===== src/rtl/core/tgarle_pkg.sv =====
// Shared types and constants for the TGA RLE pixel decoder.
// Used by every module of the block; has no dependencies of its own.
`default_nettype none

package tgarle_pkg;

	localparam int unsigned TYPE_HDR_LEN = 12;
	localparam int unsigned IMG_HDR_LEN  = 6;

	localparam logic [7:0] TYPE_CODE_UNC = 8'd2;
	localparam logic [7:0] TYPE_CODE_RLE = 8'd10;
	localparam logic [3:0] TYPE_CODE_POS = 4'd2;
	localparam logic [7:0] DEPTH_24      = 8'd24;
	localparam logic [7:0] DEPTH_32      = 8'd32;
	localparam logic [7:0] RUN_BIAS      = 8'd127;
	localparam logic [7:0] ALPHA_OPAQUE  = 8'hFF;

	typedef enum logic [1:0] {
		ST_PIXEL    = 2'd0,
		ST_BAD_TYPE = 2'd1,
		ST_BAD_SIZE = 2'd2,
		ST_OVERRUN  = 2'd3
	} status_t;

	// One result as the parser leaves it: stored bytes still in file order.
	typedef struct packed {
		logic [7:0]  px_b0;
		logic [7:0]  px_b1;
		logic [7:0]  px_b2;
		logic [7:0]  px_b3;
		logic [7:0]  rep;
		logic        four;
		logic [15:0] width;
		logic [15:0] height;
		logic        last;
		status_t     status;
	} entry_t;

	typedef struct packed {
		logic full;
		logic empty;
	} q_flags_t;

	// Expected byte of the 12-byte type header; only the image type byte is nonzero.
	function automatic logic [7:0] type_byte(input logic rle, input logic [3:0] idx);
		logic [7:0] code;
		code = rle ? TYPE_CODE_RLE : TYPE_CODE_UNC;
		return (idx == TYPE_CODE_POS) ? code : 8'd0;
	endfunction

endpackage

`default_nettype wire


===== src/rtl/core/tgarle_front.sv =====
// Byte parser: type header, image header, raw and RLE packet tracking.
// Pushes one entry per result into the queue. Depends on tgarle_pkg.
`default_nettype none

module tgarle_front (
	input  wire logic                clk,
	input  wire logic                arst_n,
	input  wire logic                in_valid,
	output logic                     in_stall,
	input  wire logic [7:0]          data_byte,
	input  wire logic                start_of_file,
	input  wire tgarle_pkg::q_flags_t q_flags,
	output logic                     push,
	output tgarle_pkg::entry_t       push_data
);

	typedef enum logic [2:0] {
		PH_TYPE    = 3'd0,
		PH_IMG     = 3'd1,
		PH_RAWBODY = 3'd2,
		PH_PKTHDR  = 3'd3,
		PH_PKTPIX  = 3'd4,
		PH_IDLE    = 3'd5
	} phase_t;

	phase_t      phase_q, n_phase, cur_phase;
	logic [3:0]  hdr_q, n_hdr, cur_hdr;
	logic [1:0]  match_q, n_match, cur_match;
	logic        comp_q, n_comp, cur_comp;
	logic [15:0] width_q, n_width, cur_width;
	logic [15:0] height_q, n_height, cur_height;
	logic        four_q, n_four, cur_four;
	logic [31:0] pix_left_q, n_pix_left, cur_pix_left;
	logic [7:0]  pkt_left_q, n_pkt_left, cur_pkt_left;
	logic        run_q, n_run, cur_run;
	logic [1:0]  pbi_q, n_pbi, cur_pbi;
	logic [23:0] pb_q, n_pb, cur_pb;

	logic        accept;
	logic        emit;
	logic [31:0] area;

	assign in_stall = q_flags.full;
	assign accept   = in_valid && !in_stall;
	assign push     = accept && emit;
	assign area     = {16'd0, width_q} * {16'd0, height_q};

	always_comb begin
		logic [3:0]  ti;
		logic [1:0]  m;
		logic [1:0]  fin;
		logic        g_done;
		logic [1:0]  g_pbi;
		logic [23:0] g_pb;
		logic [7:0]  pl;
		logic [7:0]  rep;
		logic [7:0]  depth;
		logic [31:0] dec;

		// start_of_file restarts parsing and this byte is type byte 0
		cur_phase    = start_of_file ? PH_TYPE : phase_q;
		cur_hdr      = start_of_file ? 4'd0 : hdr_q;
		cur_match    = start_of_file ? 2'b11 : match_q;
		cur_comp     = start_of_file ? 1'b0 : comp_q;
		cur_width    = start_of_file ? 16'd0 : width_q;
		cur_height   = start_of_file ? 16'd0 : height_q;
		cur_four     = start_of_file ? 1'b0 : four_q;
		cur_pix_left = start_of_file ? 32'd0 : pix_left_q;
		cur_pkt_left = start_of_file ? 8'd0 : pkt_left_q;
		cur_run      = start_of_file ? 1'b0 : run_q;
		cur_pbi      = start_of_file ? 2'd0 : pbi_q;
		cur_pb       = start_of_file ? 24'd0 : pb_q;

		n_phase    = cur_phase;
		n_hdr      = cur_hdr;
		n_match    = cur_match;
		n_comp     = cur_comp;
		n_width    = cur_width;
		n_height   = cur_height;
		n_four     = cur_four;
		n_pix_left = cur_pix_left;
		n_pkt_left = cur_pkt_left;
		n_run      = cur_run;
		n_pbi      = cur_pbi;
		n_pb       = cur_pb;

		emit      = 1'b0;
		push_data = '0;
		push_data.status = tgarle_pkg::ST_PIXEL;

		// pixel byte gathering, shared by raw body and packet pixels
		fin    = cur_four ? 2'd3 : 2'd2;
		g_done = (cur_pbi == fin);
		g_pb   = cur_pb;
		g_pbi  = cur_pbi + 2'd1;
		unique case (cur_pbi)
			2'd0: g_pb[7:0]   = data_byte;
			2'd1: g_pb[15:8]  = data_byte;
			2'd2: g_pb[23:16] = data_byte;
			default: ;
		endcase
		if (g_done) begin
			g_pb  = '0;
			g_pbi = 2'd0;
		end

		ti    = (cur_hdr < 4'(tgarle_pkg::TYPE_HDR_LEN)) ? cur_hdr
			: 4'(tgarle_pkg::TYPE_HDR_LEN - 1);
		m     = cur_match;
		pl    = data_byte[7] ? (data_byte - tgarle_pkg::RUN_BIAS) : (data_byte + 8'd1);
		rep   = cur_run ? cur_pkt_left : 8'd1;
		depth = cur_pb[7:0];
		dec   = cur_pix_left - {24'd0, (cur_phase == PH_PKTPIX) ? rep : 8'd1};

		unique case (cur_phase)
			PH_TYPE: begin
				if (data_byte != tgarle_pkg::type_byte(1'b0, ti))
					m[0] = 1'b0;
				if (data_byte != tgarle_pkg::type_byte(1'b1, ti))
					m[1] = 1'b0;
				n_match = m;
				if (ti < 4'(tgarle_pkg::TYPE_HDR_LEN - 1)) begin
					n_hdr = ti + 4'd1;
				end else begin
					n_hdr = 4'd0;
					if (m[0]) begin
						n_comp  = 1'b0;
						n_phase = PH_IMG;
					end else if (m[1]) begin
						n_comp  = 1'b1;
						n_phase = PH_IMG;
					end else begin
						emit             = 1'b1;
						push_data.last   = 1'b1;
						push_data.status = tgarle_pkg::ST_BAD_TYPE;
						n_phase          = PH_IDLE;
					end
				end
			end
			PH_IMG: begin
				unique case (cur_hdr)
					4'd0: n_width[7:0]   = data_byte;
					4'd1: n_width[15:8]  = data_byte;
					4'd2: n_height[7:0]  = data_byte;
					4'd3: n_height[15:8] = data_byte;
					4'd4: begin
						n_four = (data_byte == tgarle_pkg::DEPTH_32);
						n_pb   = {16'd0, data_byte};
					end
					default: ;
				endcase
				if (cur_hdr < 4'(tgarle_pkg::IMG_HDR_LEN - 1)) begin
					n_hdr = cur_hdr + 4'd1;
				end else begin
					n_hdr = 4'd0;
					n_pb  = '0;
					if (cur_width == 16'd0 || cur_height == 16'd0 ||
						(depth != tgarle_pkg::DEPTH_24 && depth != tgarle_pkg::DEPTH_32)) begin
						emit             = 1'b1;
						push_data.last   = 1'b1;
						push_data.status = tgarle_pkg::ST_BAD_SIZE;
						n_phase          = PH_IDLE;
					end else begin
						n_pix_left = area;
						n_phase    = cur_comp ? PH_PKTHDR : PH_RAWBODY;
					end
				end
			end
			PH_RAWBODY: begin
				n_pb  = g_pb;
				n_pbi = g_pbi;
				if (g_done) begin
					n_pix_left       = dec;
					emit             = 1'b1;
					push_data.px_b0  = cur_pb[7:0];
					push_data.px_b1  = cur_pb[15:8];
					push_data.px_b2  = cur_pb[23:16];
					push_data.px_b3  = data_byte;
					push_data.rep    = 8'd1;
					push_data.last   = (dec == 32'd0);
					if (dec == 32'd0)
						n_phase = PH_IDLE;
				end
			end
			PH_PKTHDR: begin
				n_pkt_left = pl;
				n_run      = data_byte[7];
				if ({24'd0, pl} > cur_pix_left) begin
					emit             = 1'b1;
					push_data.last   = 1'b1;
					push_data.status = tgarle_pkg::ST_OVERRUN;
					n_phase          = PH_IDLE;
				end else begin
					n_pbi   = 2'd0;
					n_pb    = '0;
					n_phase = PH_PKTPIX;
				end
			end
			PH_PKTPIX: begin
				n_pb  = g_pb;
				n_pbi = g_pbi;
				if (g_done) begin
					n_pix_left       = dec;
					n_pkt_left       = cur_pkt_left - rep;
					emit             = 1'b1;
					push_data.px_b0  = cur_pb[7:0];
					push_data.px_b1  = cur_pb[15:8];
					push_data.px_b2  = cur_pb[23:16];
					push_data.px_b3  = data_byte;
					push_data.rep    = rep;
					push_data.last   = (dec == 32'd0);
					if (dec == 32'd0)
						n_phase = PH_IDLE;
					else if (cur_pkt_left == rep)
						n_phase = PH_PKTHDR;
				end
			end
			PH_IDLE: ;
			default: ;
		endcase

		push_data.four   = n_four;
		push_data.width  = n_width;
		push_data.height = n_height;
	end

	always_ff @(posedge clk or negedge arst_n) begin
		if (!arst_n) begin
			phase_q    <= PH_TYPE;
			hdr_q      <= 4'd0;
			match_q    <= 2'b11;
			comp_q     <= 1'b0;
			width_q    <= 16'd0;
			height_q   <= 16'd0;
			four_q     <= 1'b0;
			pix_left_q <= 32'd0;
			pkt_left_q <= 8'd0;
			run_q      <= 1'b0;
			pbi_q      <= 2'd0;
			pb_q       <= 24'd0;
		end else if (accept) begin
			phase_q    <= n_phase;
			hdr_q      <= n_hdr;
			match_q    <= n_match;
			comp_q     <= n_comp;
			width_q    <= n_width;
			height_q   <= n_height;
			four_q     <= n_four;
			pix_left_q <= n_pix_left;
			pkt_left_q <= n_pkt_left;
			run_q      <= n_run;
			pbi_q      <= n_pbi;
			pb_q       <= n_pb;
		end
	end

endmodule

`default_nettype wire


===== src/rtl/core/tgarle_queue.sv =====
// Small register queue between parser and output stage.
// Depends on tgarle_pkg for the entry and flag types.
`default_nettype none

module tgarle_queue #(
	parameter int unsigned DEPTH = 4
) (
	input  wire logic                clk,
	input  wire logic                arst_n,
	input  wire logic                push,
	input  wire tgarle_pkg::entry_t  push_data,
	input  wire logic                pop,
	output tgarle_pkg::entry_t       pop_data,
	output tgarle_pkg::q_flags_t     flags
);

	localparam int unsigned PTR_W = (DEPTH > 1) ? $clog2(DEPTH) : 1;
	localparam int unsigned CNT_W = $clog2(DEPTH + 1);

	tgarle_pkg::entry_t mem_q [DEPTH];
	logic [PTR_W-1:0]   wr_ptr_q;
	logic [PTR_W-1:0]   rd_ptr_q;
	logic [CNT_W-1:0]   count_q;
	logic               do_push;
	logic               do_pop;

	assign flags.full  = (count_q == CNT_W'(DEPTH));
	assign flags.empty = (count_q == '0);
	assign do_push     = push && !flags.full;
	assign do_pop      = pop && !flags.empty;
	assign pop_data    = mem_q[rd_ptr_q];

	function automatic logic [PTR_W-1:0] next_ptr(input logic [PTR_W-1:0] p);
		return (p == PTR_W'(DEPTH - 1)) ? '0 : p + PTR_W'(1);
	endfunction

	always_ff @(posedge clk) begin
		if (do_push)
			mem_q[wr_ptr_q] <= push_data;
	end

	always_ff @(posedge clk or negedge arst_n) begin
		if (!arst_n) begin
			wr_ptr_q <= '0;
			rd_ptr_q <= '0;
			count_q  <= '0;
		end else begin
			if (do_push)
				wr_ptr_q <= next_ptr(wr_ptr_q);
			if (do_pop)
				rd_ptr_q <= next_ptr(rd_ptr_q);
			if (do_push && !do_pop)
				count_q <= count_q + CNT_W'(1);
			else if (do_pop && !do_push)
				count_q <= count_q - CNT_W'(1);
		end
	end

endmodule

`default_nettype wire


===== src/rtl/core/tgarle_back.sv =====
// Output stage: reorders stored BGR(A) bytes to RGBA, fills opaque alpha,
// clears color on error items and holds the result register. Uses tgarle_pkg.
`default_nettype none

module tgarle_back (
	input  wire logic                 clk,
	input  wire logic                 arst_n,
	input  wire tgarle_pkg::entry_t   head,
	input  wire tgarle_pkg::q_flags_t q_flags,
	output logic                      pop,
	output logic                      out_valid,
	input  wire logic                 out_stall,
	output logic [7:0]                red,
	output logic [7:0]                green,
	output logic [7:0]                blue,
	output logic [7:0]                alpha,
	output logic [7:0]                repeat_count,
	output logic                      has_alpha,
	output logic [15:0]               image_width,
	output logic [15:0]               image_height,
	output logic                      last_of_image,
	output logic [1:0]                status
);

	logic       valid_q;
	logic       is_pix;
	logic [7:0] r_c, g_c, b_c, a_c;

	assign out_valid = valid_q;
	assign pop       = !q_flags.empty && (!valid_q || !out_stall);
	assign is_pix    = (head.status == tgarle_pkg::ST_PIXEL);

	always_comb begin
		// 24-bit: B,G,R ; 32-bit: B,G,R,A with the final byte last
		b_c = head.px_b0;
		g_c = head.px_b1;
		if (head.four) begin
			r_c = head.px_b2;
			a_c = head.px_b3;
		end else begin
			r_c = head.px_b3;
			a_c = tgarle_pkg::ALPHA_OPAQUE;
		end
		if (!is_pix) begin
			r_c = '0;
			g_c = '0;
			b_c = '0;
			a_c = '0;
		end
	end

	always_ff @(posedge clk or negedge arst_n) begin
		if (!arst_n)
			valid_q <= 1'b0;
		else if (!valid_q || !out_stall)
			valid_q <= !q_flags.empty;
	end

	always_ff @(posedge clk) begin
		if (pop) begin
			red           <= r_c;
			green         <= g_c;
			blue          <= b_c;
			alpha         <= a_c;
			repeat_count  <= is_pix ? head.rep : 8'd0;
			has_alpha     <= head.four;
			image_width   <= head.width;
			image_height  <= head.height;
			last_of_image <= head.last;
			status        <= head.status;
		end
	end

endmodule

`default_nettype wire


===== src/rtl/core/tga_rle_pixel_decoder.sv =====
// TGA true-color decoder top level: parser, result queue and output stage.
// Depends on tgarle_pkg, tgarle_front, tgarle_queue and tgarle_back.
//
// Usage: the file is fed one byte per item on the input channel (in_valid /
// in_stall, data_byte, start_of_file). start_of_file marks type byte 0 of a
// new file and abandons any file in progress. Each decoded pixel or packet
// leaves as one item on the output channel (out_valid / out_stall) with RGBA,
// a repeat count, the header sizes, a last flag and a status code; header and
// overrun faults leave as one error item with last set, after which bytes are
// dropped until the next start_of_file.
// Throughput: one byte per cycle while in_stall is low, since every byte is
// parsed in the cycle it is taken. Path: the byte that completes a result
// pushes it into the queue, and the output register then takes it from there.
// Receiver stall: the output register holds its item; the queue of
// QUEUE_DEPTH entries keeps absorbing results, and in_stall rises only when
// it is full.
// Reset: arst_n clears parser state to wait for a type header and empties the
// queue and output register; the first byte afterwards is type byte 0.
`default_nettype none

module tga_rle_pixel_decoder #(
	parameter int unsigned QUEUE_DEPTH = 4
) (
	input  wire logic        clk,
	input  wire logic        arst_n,
	input  wire logic        in_valid,
	output logic             in_stall,
	input  wire logic [7:0]  data_byte,
	input  wire logic        start_of_file,
	output logic             out_valid,
	input  wire logic        out_stall,
	output logic [7:0]       red,
	output logic [7:0]       green,
	output logic [7:0]       blue,
	output logic [7:0]       alpha,
	output logic [7:0]       repeat_count,
	output logic             has_alpha,
	output logic [15:0]      image_width,
	output logic [15:0]      image_height,
	output logic             last_of_image,
	output logic [1:0]       status
);

	tgarle_pkg::entry_t   push_data;
	tgarle_pkg::entry_t   head;
	tgarle_pkg::q_flags_t q_flags;
	logic                 push;
	logic                 pop;

	tgarle_front u_front (
		.clk           (clk),
		.arst_n        (arst_n),
		.in_valid      (in_valid),
		.in_stall      (in_stall),
		.data_byte     (data_byte),
		.start_of_file (start_of_file),
		.q_flags       (q_flags),
		.push          (push),
		.push_data     (push_data)
	);

	tgarle_queue #(
		.DEPTH (QUEUE_DEPTH)
	) u_queue (
		.clk       (clk),
		.arst_n    (arst_n),
		.push      (push),
		.push_data (push_data),
		.pop       (pop),
		.pop_data  (head),
		.flags     (q_flags)
	);

	tgarle_back u_back (
		.clk           (clk),
		.arst_n        (arst_n),
		.head          (head),
		.q_flags       (q_flags),
		.pop           (pop),
		.out_valid     (out_valid),
		.out_stall     (out_stall),
		.red           (red),
		.green         (green),
		.blue          (blue),
		.alpha         (alpha),
		.repeat_count  (repeat_count),
		.has_alpha     (has_alpha),
		.image_width   (image_width),
		.image_height  (image_height),
		.last_of_image (last_of_image),
		.status        (status)
	);

endmodule

`default_nettype wire


===== config.mk =====
export PLATFORM = sky130hd
export DESIGN_NAME = tga_rle_pixel_decoder
export DESIGN_NICKNAME = d
export VERILOG_FILES = /design/src/rtl/core/tgarle_pkg.sv /design/src/rtl/core/tgarle_front.sv /design/src/rtl/core/tgarle_queue.sv /design/src/rtl/core/tgarle_back.sv /design/src/rtl/core/tga_rle_pixel_decoder.sv
export SDC_FILE = /design/constraint.sdc
export NUM_CORES = 1
export LEC_CHECK = 0
export BUFFER_PORTS_ARGS = -buffer_cell sky130_fd_sc_hd__buf_2
export CAP_MARGIN = 10
export CORE_MARGIN = 3
export CORE_UTILIZATION = 54
export CTS_BUF_LIST = sky130_fd_sc_hd__clkbuf_4
export DETAILED_ROUTE_END_ITERATION = 12
export PLACE_DENSITY = 0.71
export SKIP_LAST_GASP = 1
export SLEW_MARGIN = 10
export SYNTH_ARGS = -nofsm -noshare
export SYNTH_HDL_FRONTEND = slang
export SYNTH_HIERARCHICAL = 1
export SYNTH_SLANG_ARGS = --single-unit

===== constraint.sdc =====
create_clock -name clk -period 16.2 [get_ports clk]
set_input_delay 0.81 -clock clk [delete_from_list [all_inputs] [get_ports clk]]
set_output_delay 0.81 -clock clk [all_outputs]
set_load 0.01 [all_outputs]

# Yosys cells after proc, flatten, opt, wreduce, memory -nomap -nowiden
# Memories as Yosys holds them, arrays and structs flattened.
# Cells that the tools add are included.
# totals
output_inout_bits,78
latch_bits,0
reg_bits,194
ram_bits,304
mem_bits_ro,0
mem_count,1
# mem_list
memory,depth,word_bits,rd,rd_ports_with_merged_regs,wr,line,source
u_queue.mem_q,4,76,1,0,1,tgarle_queue.sv:20,tgarle_pkg::entry_t mem_q [DEPTH];
# classes
n_reduce_logical,27
add_sub_neg,11
n_bitwise,0
magnitude_cmp,4
eq_ne,21
div,0
shift,0
n_mul,1
mux,98
# ops
op,count
$mux 32,4
$mux 24,5
$mux 8,14
$mux 40,2
$pmux 40 s2,1
$pmux 24 s3,1
$mux 16,4
$pmux 32 s2,1
$mux 3,19
$gt 8x32->1,1
$logic_not 16->1,2
$logic_not 32->1,1
$mul 16x16->32,1
$sub 32x8->32,1
$mux 1,27
$mux 4,5
$mux 2,8
$ne 8x8->1,2
$pmux 8 s2,1
$pmux 3 s5,1
$eq 4x2->1 const B,3
$add 4x1->4 const B,2
$add 8x1->8 const B,1
$eq 8x6->1 const B,1
other kinds (30),54

# Longest topological paths before layout
# logic_depth
word_depth,18
depth_mapped,26

# By module
# The synthesis kept the hierarchy.
# by_module_without_submodules
mod,seq_area_each_um2,area_each_um2,instances,cells_each
tgarle_front,2755.1,16834.9,1,2085
tgarle_queue,9303.9,11421.0,1,435
tgarle_back,2307.2,2742.6,1,144

# Worst setup path after synthesis
# Ideal clock, no wire load.
# synth_path
path_kind,input-to-reg
start,in start_of_file
end,"mem u_queue/mem_q[3][0] (netlist name), enable pin"
setup_ns,0.512
arrival_time_ns,7.163
cell_stages,18
required_time_ns,15.688
slack_ns,8.525
cell_sequence,clkbuf_1 -> clkinv_1 -> clkbuf_1 -> clkbuf_1 -> clkbuf_1 -> buf_1 -> nand2_1 -> ha_1 -> inv_1 -> a21oi_1 -> nor2_1 -> nand2_1 -> or2_2 -> and2_1 -> and2_1 -> a21oi_1 -> nand2_1 -> nor2_1
# synth_via
elab_chain_cells,16
elab_cells_between_ends,50
# synth_rtl
element,line,source
"start, declared",tga_rle_pixel_decoder.sv:29,"input wire logic start_of_file,"
$mux 4,tgarle_front.sv:62,cur_hdr = start_of_file ? 4'd0 : hdr_q;
$lt 4x4->1,tgarle_front.sv:107,ti = (cur_hdr < 4'(tgarle_pkg::TYPE_HDR_LEN)) ? cur_hdr
$mux 4,tgarle_front.sv:107,
$eq 4x2->1,tgarle_pkg.sv:48,return (idx == TYPE_CODE_POS) ? code : 8'd0;
$mux 4,tgarle_pkg.sv:48,
$ne 8x8->1,tgarle_front.sv:119,"if (data_byte != tgarle_pkg::type_byte(1'b1, ti))"
$mux 1,tgarle_front.sv:119,
$mux 1,tgarle_front.sv:115,unique case (cur_phase)
$mux 1,tgarle_front.sv:129,end else if (m[1]) begin
$mux 1,tgarle_front.sv:126,if (m[0]) begin
$mux 1,tgarle_front.sv:122,if (ti < 4'(tgarle_pkg::TYPE_HDR_LEN - 1)) begin
$pmux 1 s4 *,tgarle_front.sv:115,
$logic_and 1x1->1 *,tgarle_front.sv:45,assign push = accept && emit;
net push,tga_rle_pixel_decoder.sv:47,logic push;
$logic_and 1x1->1 *,tgarle_queue.sv:29,assign do_push = push && !flags.full;
$mux 1 *,tgarle_queue.sv:38,if (do_push)
$mux 1 (not written as such) *,tgarle_queue.sv:39,mem_q[wr_ptr_q] <= push_data;
"end, declared",tgarle_queue.sv:20,
# The timed path passes the listed nets; every way through them passes the cells marked *. The select of a mux whose other input is x is not followed.

# Worst setup path in the final report
# layout_path
start,reg u_front.width_q[13]
end,reg u_front.pix_left_q[29]
# layout_via
elab_chain_cells,7
elab_cells_between_ends,8
# layout_rtl
element,line,source
"start, declared",tgarle_front.sv:30,"logic [15:0] width_q, n_width, cur_width;"
"start signal, assigned",tgarle_front.sv:246,width_q <= n_width;
branches (longest 4 deep; another with $mul 16x16->32),-,
$mux 32 *,tgarle_front.sv:157,if (cur_width == 16'd0 || cur_height == 16'd0 ||
$mux 32 *,tgarle_front.sv:152,if (cur_hdr < 4'(tgarle_pkg::IMG_HDR_LEN - 1)) begin
$pmux 32 s2 *,tgarle_front.sv:115,
"end signal, assigned",tgarle_front.sv:249,pix_left_q <= n_pix_left;
"end, declared",tgarle_front.sv:33,"logic [31:0] pix_left_q, n_pix_left, cur_pix_left;"
# Every way passes the cells marked *.
# A chain may end at the register's enable or synchronous reset.

==> metrics <==
final WL=75640 µm; worst r2r dst=u_front/pix_left_q[29]; global-route wire length before repair=121400 µm; Post-CTS Setup Bufs=0; detailed-route via count=21277; largest family of logic cells by synthesized area=adder cells; share of cells above drive strength 1=16.78%; Final GP Congestion=0.9678; FF-to-FF Start=u_front/width_q[13]; Setup Crit Path Kind=reg -> reg; Worst EP required=17.02 ns; Post-Layout Cell Count=3593; Synth Cell Area=31000 µm²; vias in the first global route=22128; unrepaired setup endpoints after global routing=no; die width=245.6 µm; Hold Crit Class=in -> reg; Final Max Tran Viols=0; clk_lat worst skew=0.91 ns; Die Ht=245.6 µm; synth warn=6; CTS buffer count=118; Post-synth EDFFs=380; Worst Setup End Kind=flop; final instance area=33480 µm²; Detailed Routing Iterations Pass 1=6; FF+latch count, synth=498; met2 GRT Util=42.44%; xor and xnor area share after synthesis=1.187%; Total Power=3.829 mW; number of buffers added on ports=90; Static Leak=14.28 nW; CP Max Fanout=19; Core Area=56600 µm²; worst slew pin tran=1.197 ns; setup total negative slack=0 ns; wire length per cell=21.05 µm; Final Util=59.15%; worst vdd ir=0.00007073 V; Simple-Gate Fraction of Synth Area=13.46%; CTS HTree Levels=3; clk buf depth=3; crit path time final=7.033 ns; largest net degree at the start of global routing=71; CTS tree=done; HPWL Detailed=51890 µm; Worst-path clk slew=0.06 ns; pwr dens=114.3 nW/µm²; DR DRC count=0; gr busiest metal=met2; post-synthesis area per instance=11.64 µm²; FILL cells=4623; Cell Rows=87; Setup Viol. Count Final=0; Seq/Total Area, Yosys=46.35%; I/O pin count=91; outcome=complete, no violations; Setup crit end=u_front/pix_left_q[29]; final number of hold-violating endpoints=0; Post-Synthesis Cells=2664; post-synthesis mux area share=6.022%; GR Layer Usage met3=4.340%; Clock Skews=0.1047 ns; crit path launch=u_front/width_q[13]; CP startpoint kind=flop; # placed instances=3370; DRT antenna net count=0; initial antenna violation count=3; R2R depth=21; GRT Total Usage=25.74%; hold slack=0.2441 ns; complex-gate fraction of the synthesized area=9.029%; Root Driver=clkbuf_4; vias per cell=5.922; max-cap viol count=0; final worst-path cycle share=43.41%; Die Area=60310 µm²; Distinct cells, synth=86; Initial Utilization=54.76%; fin worst setup slack=9.167 ns; post-placement setup slack=9.217 ns; Main synth FF type=edfxtp_1; f_max=142.2 MHz; relative slew slack=19.50%; drt initial violations=1868; Syn Nets=3011; Worst Path Arrival=7.85 ns; GRT overflow=0; fin nets=3082; met1 Use GR=34.51%; placed inst area=31910 µm²; Area Growth Syn to Fin=8.016%; adder-cell share of the synthesized area=18.23%; Async SR Flop Fraction=23.69%; Worst R2R Setup Slack=9.17 ns; CTS sink count=498
[worst max-delay path, stage by stage (launching register included)]
cell	delay (ns)
dfrtp_1	0.99
nand2_1	0.19
fa_1	0.53
fa_1	0.55
inv_1	0.05
fa_1	0.48
fa_1	0.46
fa_1	0.51
inv_1	0.05
fa_1	0.48
inv_1	0.04
ha_1	0.34
a21o_1	0.18
a21oi_1	0.18
o211ai_1	0.12
a211o_1	0.30
a22oi_1	0.24
o31ai_1	0.15
o41ai_1	0.68
o21ai_0	0.16
o31a_1	0.14
o211ai_1	0.15
[kinds of logic after synthesis]
family	Yosys count
adders and majority gates	334
and+or+nand+nor	843
AOI/OAI and AO/OA	415
muxes	91
DFF	498
xor gates and xnor gates	42
buffers and inverters	441
[where the power goes]
group | internal, mW | leakage [nW] | total [mW] | switching, mW
Sequential | 1.55 | 5.17 | 1.66 | 0.113
Combinational | 0.466 | 8.19 | 1.15 | 0.683
Clock | 0.519 | 0.918 | 1.02 | 0.496
Total | 2.54 | 14.3 | 3.83 | 1.29
[layer usage]
layer	share of wire [%]	wire length (µm)
met3	6.9	5203
met1	41	31230
met5	0.030	23
met4	3.2	2400
met2	49	36780
[cell usage in the layout (no fill, tap or decap), types with 26 or more instances in the layout]
master | Yosys | final
nand3_1 | 26 | 26
buf_2 | 13 | 89
clkbuf_4 | 0 | 176
o21ai_0 | 85 | 85
inv_1 | 277 | 277
edfxtp_1 | 380 | 380
dfrtp_1 | 116 | 114
fa_1 | 196 | 196
nor3_1 | 36 | 35
and2_1 | 128 | 125
a31o_2 | 33 | 33
nor2_1 | 121 | 118
clkinv_1 | 1 | 33
a21oi_1 | 100 | 99
and3_1 | 66 | 66
ha_1 | 138 | 138
mux4_2 | 76 | 76
nand2_1 | 342 | 342
a22o_1 | 31 | 31
[synthesized netlist by cell type, types with 31 or more instances]
| cell type | count | share of area (%) |
|---|---|---|
| mux4_2 | 76 | 5.5 |
| and2_1 | 128 | 2.6 |
| nor3_1 | 36 | 0.58 |
| a31o_2 | 33 | 0.93 |
| nor2_1 | 121 | 1.5 |
| a21oi_1 | 100 | 1.6 |
| o21ai_0 | 85 | 1.4 |
| fa_1 | 196 | 13 |
| a22o_1 | 31 | 0.88 |
| inv_1 | 277 | 3.4 |
| and3_1 | 66 | 1.3 |
| ha_1 | 138 | 5.6 |
| clkbuf_1 | 122 | 1.5 |
| nand2_1 | 342 | 4.1 |
| edfxtp_1 | 380 | 37 |
| dfrtp_1 | 116 | 9.4 |
[state kept, by name (all words and copies together) (netlist names), 4 cells and up]
| signal | count |
|---|---|
| u_front/width_q | 16 |
| u_back/alpha | 8 |
| u_back/green | 8 |
| u_back/blue | 8 |
| u_front/pb_q | 24 |
| u_back/repeat_count | 8 |
| u_back/image_width | 16 |
| u_front/pix_left_q | 32 |
| u_queue/mem_q | 304 |
| u_back/image_height | 16 |
| u_front/height_q | 16 |
| u_front/pkt_left_q | 8 |
| u_back/red | 8 |
| u_front/hdr_q | 4 |
[layout make-up]
type / instances / area [µm²] / area share (%)
well taps: 756 / 945.9 / 2.825
flip-flops and latches: 498 / 14370 / 42.93
inverters: 278 / 1044 / 3.116
clock buffers: 176 / 1321 / 3.946
repair buffers: 114 / 635.6 / 1.898
multi-input cells: 1725 / 14920 / 44.56
diodes: 1 / 2.502 / 0.007474
clock inverters: 45 / 239.0 / 0.7137
[worst min path at each step]
stage                     depth (start not counted)               endpoint             startpoint  slack, ns
after floorplan                                   2  u_front/pix_left_q[0]  u_front/pix_left_q[0]       0.45
after global placement                            2  u_front/pix_left_q[2]  u_front/pix_left_q[2]       0.47
after detailed placement                          2  u_front/pix_left_q[1]  u_front/pix_left_q[1]       0.47
after CTS                                         3       u_back/out_valid              out_stall       0.15
after global routing                              3       u_back/out_valid              out_stall       0.18
final                                             3       u_back/out_valid              out_stall       0.24
[repair_timing]
action	4_1_cts	5_1_grt
endpoints found under the hold margin	38	0
hold buffers	1	0
gates resized for setup	0	0
Power figures use the tool's default switching activity.
